==> config.mk <==
export PLATFORM = sky130hd
export DESIGN_NAME = idea_final
export DESIGN_NICKNAME = d
export VERILOG_FILES = /design/src/hdl/idea_pkg.sv /design/src/hdl/idea_mul.sv /design/src/hdl/idea_final.sv
export SDC_FILE = /design/constraint.sdc
export NUM_CORES = 2
export LEC_CHECK = 0
export BUFFER_PORTS_ARGS = -buffer_cell sky130_fd_sc_hd__buf_2
export CORE_ASPECT_RATIO = 0.75
export CORE_MARGIN = 4
export CORE_UTILIZATION = 55
export DETAILED_ROUTE_END_ITERATION = 12
export GPL_TIMING_DRIVEN = 0
export PLACE_DENSITY = 0.76
export SLEW_MARGIN = 5
export SYNTH_ARGS = -nofsm -noshare
export SYNTH_HDL_FRONTEND = slang
export SYNTH_SLANG_ARGS = --single-unit
==> constraint.sdc <==
create_clock -name clk -period 11.2 [get_ports clk]
set_input_delay 1.12 -clock clk [delete_from_list [all_inputs] [get_ports clk]]
set_output_delay 1.12 -clock clk [all_outputs]
set_load 0.005 [all_outputs]
==> src/hdl/idea_pkg.sv <==
// Shared types and constants for the IDEA block encryption pipeline.
// Depends on nothing; every other file imports it.
`default_nettype none
package idea_pkg;

  localparam int WORD_W = 16;
  localparam int KEY_W = 64;
  localparam int IDEA_ROUND_COUNT = 8;
  localparam int ROUND_KEYS = 6;
  localparam int FINAL_KEYS = 4;
  localparam int GROUP_KEYS = 8;
  localparam int KEY_ROT = 25;
  localparam int FULL_KEY_W = 2 * KEY_W;

  localparam logic CFG_KEY_HIGH = 1'b0;
  localparam logic CFG_KEY_LOW = 1'b1;

  typedef logic [WORD_W-1:0] word_t;
  typedef logic [3:0][WORD_W-1:0] block_t;

  typedef struct packed {
    word_t w0;
    word_t w1;
    word_t w2;
    word_t w3;
  } plain_t;

  typedef struct packed {
    word_t w0;
    word_t w1;
    word_t w2;
    word_t w3;
  } cipher_t;

endpackage
`default_nettype wire

==> src/hdl/idea_mul.sv <==
// Multiplier modulo 65537 with the IDEA convention that zero stands for 65536.
// Depends on idea_pkg.
`default_nettype none
module idea_mul
  import idea_pkg::*;
(
  input  wire word_t a,
  input  wire word_t b,
  output word_t      p
);

  logic [2*WORD_W-1:0] prod;
  word_t               lo;
  word_t               hi;

  assign prod = a * b;
  assign lo = prod[WORD_W-1:0];
  assign hi = prod[2*WORD_W-1:WORD_W];

  always_comb begin
    if (a == '0) begin
      p = word_t'(1) - b;
    end else if (b == '0) begin
      p = word_t'(1) - a;
    end else begin
      p = lo - hi + word_t'(lo < hi);
    end
  end

endmodule
`default_nettype wire

==> src/hdl/idea_final.sv <==
// Output transform stage of IDEA, registered, feeding the result port.
// Depends on idea_pkg and idea_mul.
`default_nettype none
module idea_final
  import idea_pkg::*;
(
  input  wire          clk,
  input  wire          rst,
  input  wire          in_valid,
  input  wire block_t  in_data,
  input  wire word_t   k0,
  input  wire word_t   k1,
  input  wire word_t   k2,
  input  wire word_t   k3,
  input  wire          out_stall,
  output logic         up_adv,
  output logic         out_valid,
  output cipher_t      out_data
);

  logic  en;
  word_t m0, m3;

  assign en = !out_valid || !out_stall;
  assign up_adv = en;

  idea_mul u_mul_0 (.a(in_data[0]), .b(k0), .p(m0));
  idea_mul u_mul_3 (.a(in_data[3]), .b(k3), .p(m3));

  always_ff @(posedge clk) begin
    if (rst) begin
      out_valid <= 1'b0;
    end else if (en) begin
      out_valid <= in_valid;
    end
  end

  always_ff @(posedge clk) begin
    if (en && in_valid) begin
      out_data.w0 <= m0;
      out_data.w1 <= in_data[2] + k1;
      out_data.w2 <= in_data[1] + k2;
      out_data.w3 <= m3;
    end
  end

endmodule
`default_nettype wire

==> out/results.tsv <==
metric	value	unit
outcome	completed	
multiInputGateArea	19720	um^2
yosysMostFrequentCell	inv_1	
cts_root_buf	clkbuf_16	
dieHeight	189.4	um
met2_usage	43.78	%
use_met1	42.98	%
min_to	out_valid	
yosysSeqAreaShare	8.051	%
start_util	55.63	%
critical_path_class	in -> reg	
synthCells	2758	
antenna_found_initial	2	
fin_crit_sh	97.16	%
grt-busiest-layer	met2	
synth_top_area_share	33.86	%
slew_headroom	35.69	%
avgSynthCellArea	8.745	um^2
antenna_left	0	
tightest_slew	0.9558	ns
synth_edf_count	64	
yosys.area.top_type	fa_1	
area_growth	8.777	%
regToRegSetupSlack	9.67	ns
stdcell_area	26240	um^2
grt_max_degree	65	
worstReg2RegEnd	out_data[29]	
nets	3750	
synth_common_cells	inv_1 (539), fa_1 (408), nand2_1 (370)	
synth_warnings	0	
critPathLaunchType	input pin	
arrival	10.94	ns
core-area	43350	um^2
track_usage	29.92	%
worst_hold_path.num_cells	2	
die-width	249.8	um
reg2reg_depth	2	
route.detailed.drc	0	
hp-class	reg -> reg	
drtIter0Drc	1792	
cpMostUsedCell	fa_1	
clkLatencyLatePin	0.35	ns
max-cap-violations	0	
rsz0062_at_grt	true	
utilization	60.52	%
vias	19870	
cts_buffers	9	
placed_area	25660	um^2
fillerInstances	3720	
drive_gt1_share	10.99	%
port_buffers	163	
ios	198	
ys_types	78	
gp_congestion	1.026	
die_area	47300	um^2
met3_usage	8.830	%
seqCellArea	1942	um^2
crit_fanout	10	
grt_pass1_vias	20280	
synth_area	24120	um^2
syn_nets	3602	
setup_viol	0	
cts_tree	done	
dp_hpwl	60.59	mm
cts_buffer_depth	2	
end_kind	flop	
skew	0.01407	ns
final-hold-violation-count	0	
synth_flop_cell	edfxtp_1	
cpPeakStageDelay	0.54	ns
synthTopCellsByArea	fa_1 (34%), ha_1 (16%), inv_1 (8.4%)	
async_reset_ff_share	0	%
n_antenna_cell	0	
grt_pass1_wl	111.0	mm
routedWlPerCell	20.07	um
clk_pin_slew	0.07	ns
slowest_stage	fa_1	
worstReg2RegStart	out_valid	
slew_viol_final	0	
overflow	0	
finalCriticalPeriod	10.88	ns
rows	66	
hp-start	out_valid	
drt_first_pass_iters	5	
clkSinkCount	65	
ys_seq_elements	65	
htree_levels	3	
routed_wl	70.02	mm
cp.required	11.26	ns
max_freq	91.89	MHz
vias_per_cell	5.694	
==> cells in the final DEF, fill, tap and decap left out, types with 8 or more instances in the layout <==
master / Yosys / routed
buf_6: 4 / 8
o21ai_0: 56 / 53
xnor2_1: 99 / 96
o21bai_1: 11 / 11
nor2_1: 81 / 81
nand2_1: 370 / 370
a211oi_1: 8 / 8
nor3_1: 29 / 28
ha_1: 304 / 304
a21o_1: 39 / 39
a31oi_1: 15 / 15
inv_1: 539 / 539
nor2b_1: 17 / 17
a21oi_1: 94 / 93
xor2_1: 51 / 48
or3_1: 12 / 12
nand2b_1: 22 / 22
o21ai_1: 5 / 8
nand3_1: 25 / 25
fa_1: 408 / 408
o21a_1: 15 / 15
edfxtp_1: 64 / 64
clkbuf_1: 109 / 15
buf_4: 0 / 15
clkbuf_16: 0 / 9
clkbuf_2: 0 / 40
buf_2: 7 / 167
nor4_1: 9 / 9
and2_1: 232 / 231
clkbuf_4: 0 / 20
==> worst max-delay path: cells and delay by family <==
family,cells,cell delay (ns)
fa+ha+maj,10,4.16
compound gates,12,2.52
simple gates,8,1.30
buf+inv,6,1.03
xor+xnor,2,0.80
==> registers in the layout (all words and copies together) (netlist names) <==
| register | cells |
|---|---|
| out_data | 64 |
| out_valid | 1 |
==> timing repair <==
action | 4_1_cts | 5_1_grt
pin swaps | 1 | 6
buffers inserted | 0 | 3
hold buffers | 0 | 0
resized for setup | 56 | 138
setup endpoints to repair | 12 | 17
==> stage by stage <==
stage                     setup TNS, ns  instances  setup slack [ns]  hold WS (ns)
after floorplan                       0       2758             1.092        0.4972
after global placement           -7.760       3499            -1.201        0.4904
after detailed placement         -9.956       3499            -1.253        0.5068
after CTS                             0       3495           0.01986        0.5231
after global routing            -0.1117       3489           -0.1117        0.5457
final                                 0       3489            0.3179        0.5256
==> metal layers <==
layer / part of all wire, % / vias to the layer above / routed length, um
li1: - / 8884 / -
met4: 3.6 / 2 / 2522
met3: 12 / 168 / 8384
met1: 43 / 9730 / 29820
met5: 0.011 / - / 8
met2: 42 / 1084 / 29280
==> worst max path at each step <==
stage,start,end,cells after the start
floorplan,k0[7],out_data[62],44
global placement,in_data[14],out_data[62],41
detailed placement,in_data[14],out_data[62],41
CTS,in_data[11],out_data[63],41
global route,in_data[2],out_data[62],44
finish,in_data[2],out_data[62],38
==> final cells by class <==
| type | count | share of cell area, % |
|---|---|---|
| Tap cell | 578 | 2.756 |
| Multi-Input combinational cell | 2025 | 75.14 |
| Sequential cell | 65 | 7.401 |
| Clock buffer | 9 | 0.8584 |
| Buffer | 100 | 2.332 |
| Inverter | 539 | 7.711 |
| Clock inverter | 7 | 0.5437 |
| Timing Repair Buffer | 166 | 3.252 |
==> cell families after synthesis <==
group	count (synthesis)	synth area share, %
DFF	65	8.051
adders and majority gates	712	49.63
buffers and inverters	668	10.62
muxes	4	0.1712
xor gates and xnor gates	150	5.447
AOI/OAI and AO/OA	316	8.663
and+or+nand+nor	843	17.41
Power is not shown: default switching activity piles up to over one toggle a cycle in this logic, so the estimate is an artifact.
