### config.mk
export PLATFORM = sky130hd
export DESIGN_NAME = idea_round
export DESIGN_NICKNAME = d
export VERILOG_FILES = /design/src/hdl/idea_pkg.sv /design/src/hdl/idea_mul.sv /design/src/hdl/idea_round.sv
export SDC_FILE = /design/constraint.sdc
export NUM_CORES = 2
export LEC_CHECK = 0
export BUFFER_PORTS_ARGS = -buffer_cell sky130_fd_sc_hd__buf_4
export CORE_AREA = 2 2 274 384
export CTS_CLUSTER_SIZE = 8
export DETAILED_ROUTE_END_ITERATION = 6
export DIE_AREA = 0 0 276 386
export GPL_ROUTABILITY_DRIVEN = 0
export PLACE_DENSITY = 0.67
export SLEW_MARGIN = 40
export SYNTH_ARGS = -nofsm -noshare
export SYNTH_HDL_FRONTEND = slang
export SYNTH_SLANG_ARGS = --single-unit
### constraint.sdc
create_clock -name clk -period 15.2 [get_ports clk]
set_input_delay 0.76 -clock clk [delete_from_list [all_inputs] [get_ports clk]]
set_output_delay 0.76 -clock clk [all_outputs]
set_load 0.02 [all_outputs]
### src/hdl/idea_pkg.sv
// Shared types and constants for the IDEA block encryption pipeline.
// Depends on nothing; every other file imports it.
`default_nettype none
package idea_pkg;

  localparam int WORD_W = 16;
  localparam int KEY_W = 64;
  localparam int IDEA_ROUND_COUNT = 8;
  localparam int ROUND_KEYS = 6;
  localparam int FINAL_KEYS = 4;
  localparam int GROUP_KEYS = 8;
  localparam int KEY_ROT = 25;
  localparam int FULL_KEY_W = 2 * KEY_W;

  localparam logic CFG_KEY_HIGH = 1'b0;
  localparam logic CFG_KEY_LOW = 1'b1;

  typedef logic [WORD_W-1:0] word_t;
  typedef logic [3:0][WORD_W-1:0] block_t;

  typedef struct packed {
    word_t w0;
    word_t w1;
    word_t w2;
    word_t w3;
  } plain_t;

  typedef struct packed {
    word_t w0;
    word_t w1;
    word_t w2;
    word_t w3;
  } cipher_t;

endpackage
`default_nettype wire

### src/hdl/idea_mul.sv
// Multiplier modulo 65537 with the IDEA convention that zero stands for 65536.
// Depends on idea_pkg.
`default_nettype none
module idea_mul
  import idea_pkg::*;
(
  input  wire word_t a,
  input  wire word_t b,
  output word_t      p
);

  logic [2*WORD_W-1:0] prod;
  word_t               lo;
  word_t               hi;

  assign prod = a * b;
  assign lo = prod[WORD_W-1:0];
  assign hi = prod[2*WORD_W-1:WORD_W];

  always_comb begin
    if (a == '0) begin
      p = word_t'(1) - b;
    end else if (b == '0) begin
      p = word_t'(1) - a;
    end else begin
      p = lo - hi + word_t'(lo < hi);
    end
  end

endmodule
`default_nettype wire

### src/hdl/idea_round.sv
// IDEA round: three register stages holding two, one and one multiplies.
// Depends on idea_pkg and idea_mul.
`default_nettype none
module idea_round
  import idea_pkg::*;
(
  input  wire         clk,
  input  wire         rst,
  input  wire         in_valid,
  input  wire block_t in_data,
  input  wire word_t  k0,
  input  wire word_t  k1,
  input  wire word_t  k2,
  input  wire word_t  k3,
  input  wire word_t  k4,
  input  wire word_t  k5,
  input  wire         down_adv,
  output logic        up_adv,
  output logic        out_valid,
  output block_t      out_data
);

  logic  v1, v2, v3;
  logic  en1, en2, en3;
  word_t a_mul, d_mul, g_mul, i_mul;
  word_t a1, b1, c1, d1;
  word_t a2, b2, c2, d2, g2;
  word_t h, j;
  block_t res;

  assign en3 = !v3 || down_adv;
  assign en2 = !v2 || en3;
  assign en1 = !v1 || en2;
  assign up_adv = en1;

  idea_mul u_mul_a (.a(in_data[0]), .b(k0), .p(a_mul));
  idea_mul u_mul_d (.a(in_data[3]), .b(k3), .p(d_mul));
  idea_mul u_mul_g (.a(a1 ^ c1), .b(k4), .p(g_mul));

  assign h = (b2 ^ d2) + g2;
  idea_mul u_mul_i (.a(h), .b(k5), .p(i_mul));
  assign j = g2 + i_mul;

  assign res[0] = a2 ^ i_mul;
  assign res[1] = c2 ^ i_mul;
  assign res[2] = b2 ^ j;
  assign res[3] = d2 ^ j;

  always_ff @(posedge clk) begin
    if (rst) begin
      v1 <= 1'b0;
      v2 <= 1'b0;
      v3 <= 1'b0;
    end else begin
      if (en1) v1 <= in_valid;
      if (en2) v2 <= v1;
      if (en3) v3 <= v2;
    end
  end

  always_ff @(posedge clk) begin
    if (en1 && in_valid) begin
      a1 <= a_mul;
      b1 <= in_data[1] + k1;
      c1 <= in_data[2] + k2;
      d1 <= d_mul;
    end
    if (en2 && v1) begin
      a2 <= a1;
      b2 <= b1;
      c2 <= c1;
      d2 <= d1;
      g2 <= g_mul;
    end
    if (en3 && v2) begin
      out_data <= res;
    end
  end

  assign out_valid = v3;

endmodule
`default_nettype wire

==> results.sh <==
export IMPL_status="finished with violations"
export IMPL_violations="DRC"
export IMPL_worstSetupStartpointType="register"
export IMPL_clock_path_buffers=3
export IMPL_wl_per_cell_microns=19.58
export IMPL_crit_required_ps=15520
export IMPL_ys_seq_elements=211
export IMPL_cp_startpoint="d2[0]"
export IMPL_ys_async_sr_fraction_pct=0
export IMPL_dr_pass1_iters=7
export IMPL_hold_violations=0
export IMPL_hold_class="input port to register"
export IMPL_synth_area_sq_um=51230
export IMPL_synth_distinct_cells=85
export IMPL_crit_slowest_cell="o31ai_1"
export IMPL_hold_buffers=0
export IMPL_skew_ps=42.23
export IMPL_pin_count=230
export IMPL_cp_arrival_ps=14000
export IMPL_finalCriticalPeriod_ps=13680
export IMPL_clkLatencyLatePin_ps=580
export IMPL_fillerInstances=9571
export IMPL_die_area_sq_um=106500
export IMPL_min_period_over_period_pct=89.97
export IMPL_chipHeight_microns=386
export IMPL_antenna_found_initial=9
export IMPL_portBuffers=229
export IMPL_post_cts_resized=0
export IMPL_grt_overflow=0
export IMPL_dp_hpwl_mm=111.9
export IMPL_cts_setup_buffers=0
export IMPL_grt_pass1_vias=42070
export IMPL_cp_end_kind="register"
export IMPL_ys_flop_type="edfxtp_1"
export IMPL_num_rows=140
export IMPL_hold_start="rst"
export IMPL_nNetsFinal=7374
export IMPL_grt_setup_unrepaired="false"
export IMPL_first_iter_violations=2059
export IMPL_drc=12
export IMPL_clkTransAtPathRegs_ps=60
export IMPL_drive_above_1_share_pct=6.668
export IMPL_cts_root_buf="clkbuf_16"
export IMPL_critical_path_most_common_cell="fa_1"
export IMPL_path_max_fanout=18
export IMPL_relSlewSlack_pct=38.53
export IMPL_syn_area_per_cell_sq_um=8.932
export IMPL_yosys_warnings=0
export IMPL_start_util_pct=49.57
export IMPL_h_tree_depth=1
export IMPL_slowest_delay_ps=620
export IMPL_syn_nets=7325
export IMPL_chipWidth_microns=276
export IMPL_cts_tree="built"
export IMPL_place_area_sq_um=54180
export IMPL_synthCells=5736
export IMPL_area_growth_pct=7.451
export IMPL_synth_edff_count=208
export IMPL_worstReg2RegStart="d2[0]"
export IMPL_fmax_mhz=73.12
export IMPL_grt_pass1_wl_mm=225.1
export IMPL_grt_max_degree=81
export IMPL_design_area_sq_um=55050
export IMPL_ant_nets=0
export IMPL_critPathKind="register to register"
export IMPL_yosysSeqAreaShare_pct=12.31
export IMPL_drt_wl_total_mm=139.8
export IMPL_cap_violations=0
export IMPL_final_max_slew_viol_count=0
export IMPL_grt_usage_pct=26.96
export IMPL_viasPerCell=5.467
export IMPL_dr_total_vias=39030
export IMPL_core_area_sq_um=103300
export IMPL_clock_sinks=211
export IMPL_setup_tns_final_ps=0
export IMPL_report_final_setup_viol=0
export IMPL_cts_buffers=31
export IMPL_worst_pin_slew_ps=913.8
[through the flow]
step	hold WS [ps]	std cells	setup WS, ps	util (%)
floorplan	400.3	5736	2678	-
global placement	404.2	7101	1812	52.40
detailed placement	404.5	7101	1621	52.42
CTS	315.6	7138	1604	53.26
global route	330.0	7139	533.9	53.27
finish	351.8	7139	1524	53.27
[cells in the final DEF (no fill, tap or decap), drive strengths merged, types with 10 or more instances in the layout]
cell       n
nand3b    11
o41ai     11
ha       609
a21oi    175
xnor2    206
inv     1109
and3      32
edfxtp   208
or4       12
or3       30
o31ai     11
nor3      68
nand4     10
o21a      22
buf      268
and2     346
nor2b     26
nor2     207
a21boi    21
o21bai    25
or2       13
o21ai    154
nand2b    44
nor4      26
a21o      54
fa       816
nand2    828
xor2     186
a211oi    22
a31oi     24
o211ai    35
clkbuf    32
nand3     54
[Yosys cell counts, drive strengths merged, types with 25 or more instances]
library cell     n  share of area (%)
xor2           186                3.2
a21oi          175                1.8
o21ai          154                1.6
nand3           54               0.56
clkbuf         224                1.6
edfxtp         208                 12
buf             28               0.24
xnor2          206                3.6
o211ai          35               0.58
inv           1108                8.1
nor2b           26               0.32
and2           346                4.2
ha             609                 15
and3            32               0.39
nand2b          44               0.54
or3             30               0.37
a21o            54               0.79
o21bai          25               0.37
nor2           207                1.5
fa             816                 32
nor3            68               0.68
nor4            26               0.38
nand2          828                6.1
[logic make-up (layout without fill, tap and decap cells)]
family	after synthesis	count (layout)	synth area share [%]
and+or+nand+nor	1717	1717	15.85
adders and majority gates	1425	1425	46.76
buffers and inverters	1360	1413	9.996
AOI/OAI and AO/OA	619	619	8.010
xor gates and xnor gates	394	394	6.870
DFF	211	211	12.31
muxes	10	10	0.2076
other	0	1	0
[sequential cells by signal, summed over array words and instances, names as in the netlist, 16 cells and up]
name	cells
d2	16
out_data	64
d1	16
b2	16
a2	16
a1	16
g2	16
c1	16
b1	16
c2	16
[area by class of cell]
cell class	instances	area (sq um)	area share [%]
inverters	1108	4159	7.555
well taps	1349	1688	3.066
clock inverters	5	87.58	0.1591
clock buffers	32	779.5	1.416
multi-input cells	4165	40000	72.67
flip-flops and latches	211	6306	11.46
repair buffers	268	2023	3.675
diodes	1	2.502	0.004546
[worst max-delay path, delay by kind of cell, from the launching register on]
kind,cells,cell delay [ps]
flops,1,430
buf+inv,6,400
simple gates,14,1920
fa+ha+maj,14,5460
compound gates,22,4400
xor+xnor,3,600
mux,1,240
[worst paths after layout]
check	endpoint	slack [ps]	cells after the start
worst max-delay path	out_data[62]	1520	60
worst min-delay path	v1	350	2
worst max register to register	out_data[62]	1520	60
worst min register to register	b2[14]	410	0
[metal layers]
metal | vias up | track usage (%) | part of all wire, %
li1 | 17980 | - | -
met1 | 19530 | 32.61 | 39
met2 | 1215 | 48.64 | 50
met3 | 298 | 3.174 | 6.2
met4 | 2 | 11.38 | 4.5
met5 | - | 0 | 0.0057
Power is not shown: default switching activity piles up to over one toggle a cycle in this logic, so the estimate is an artifact.
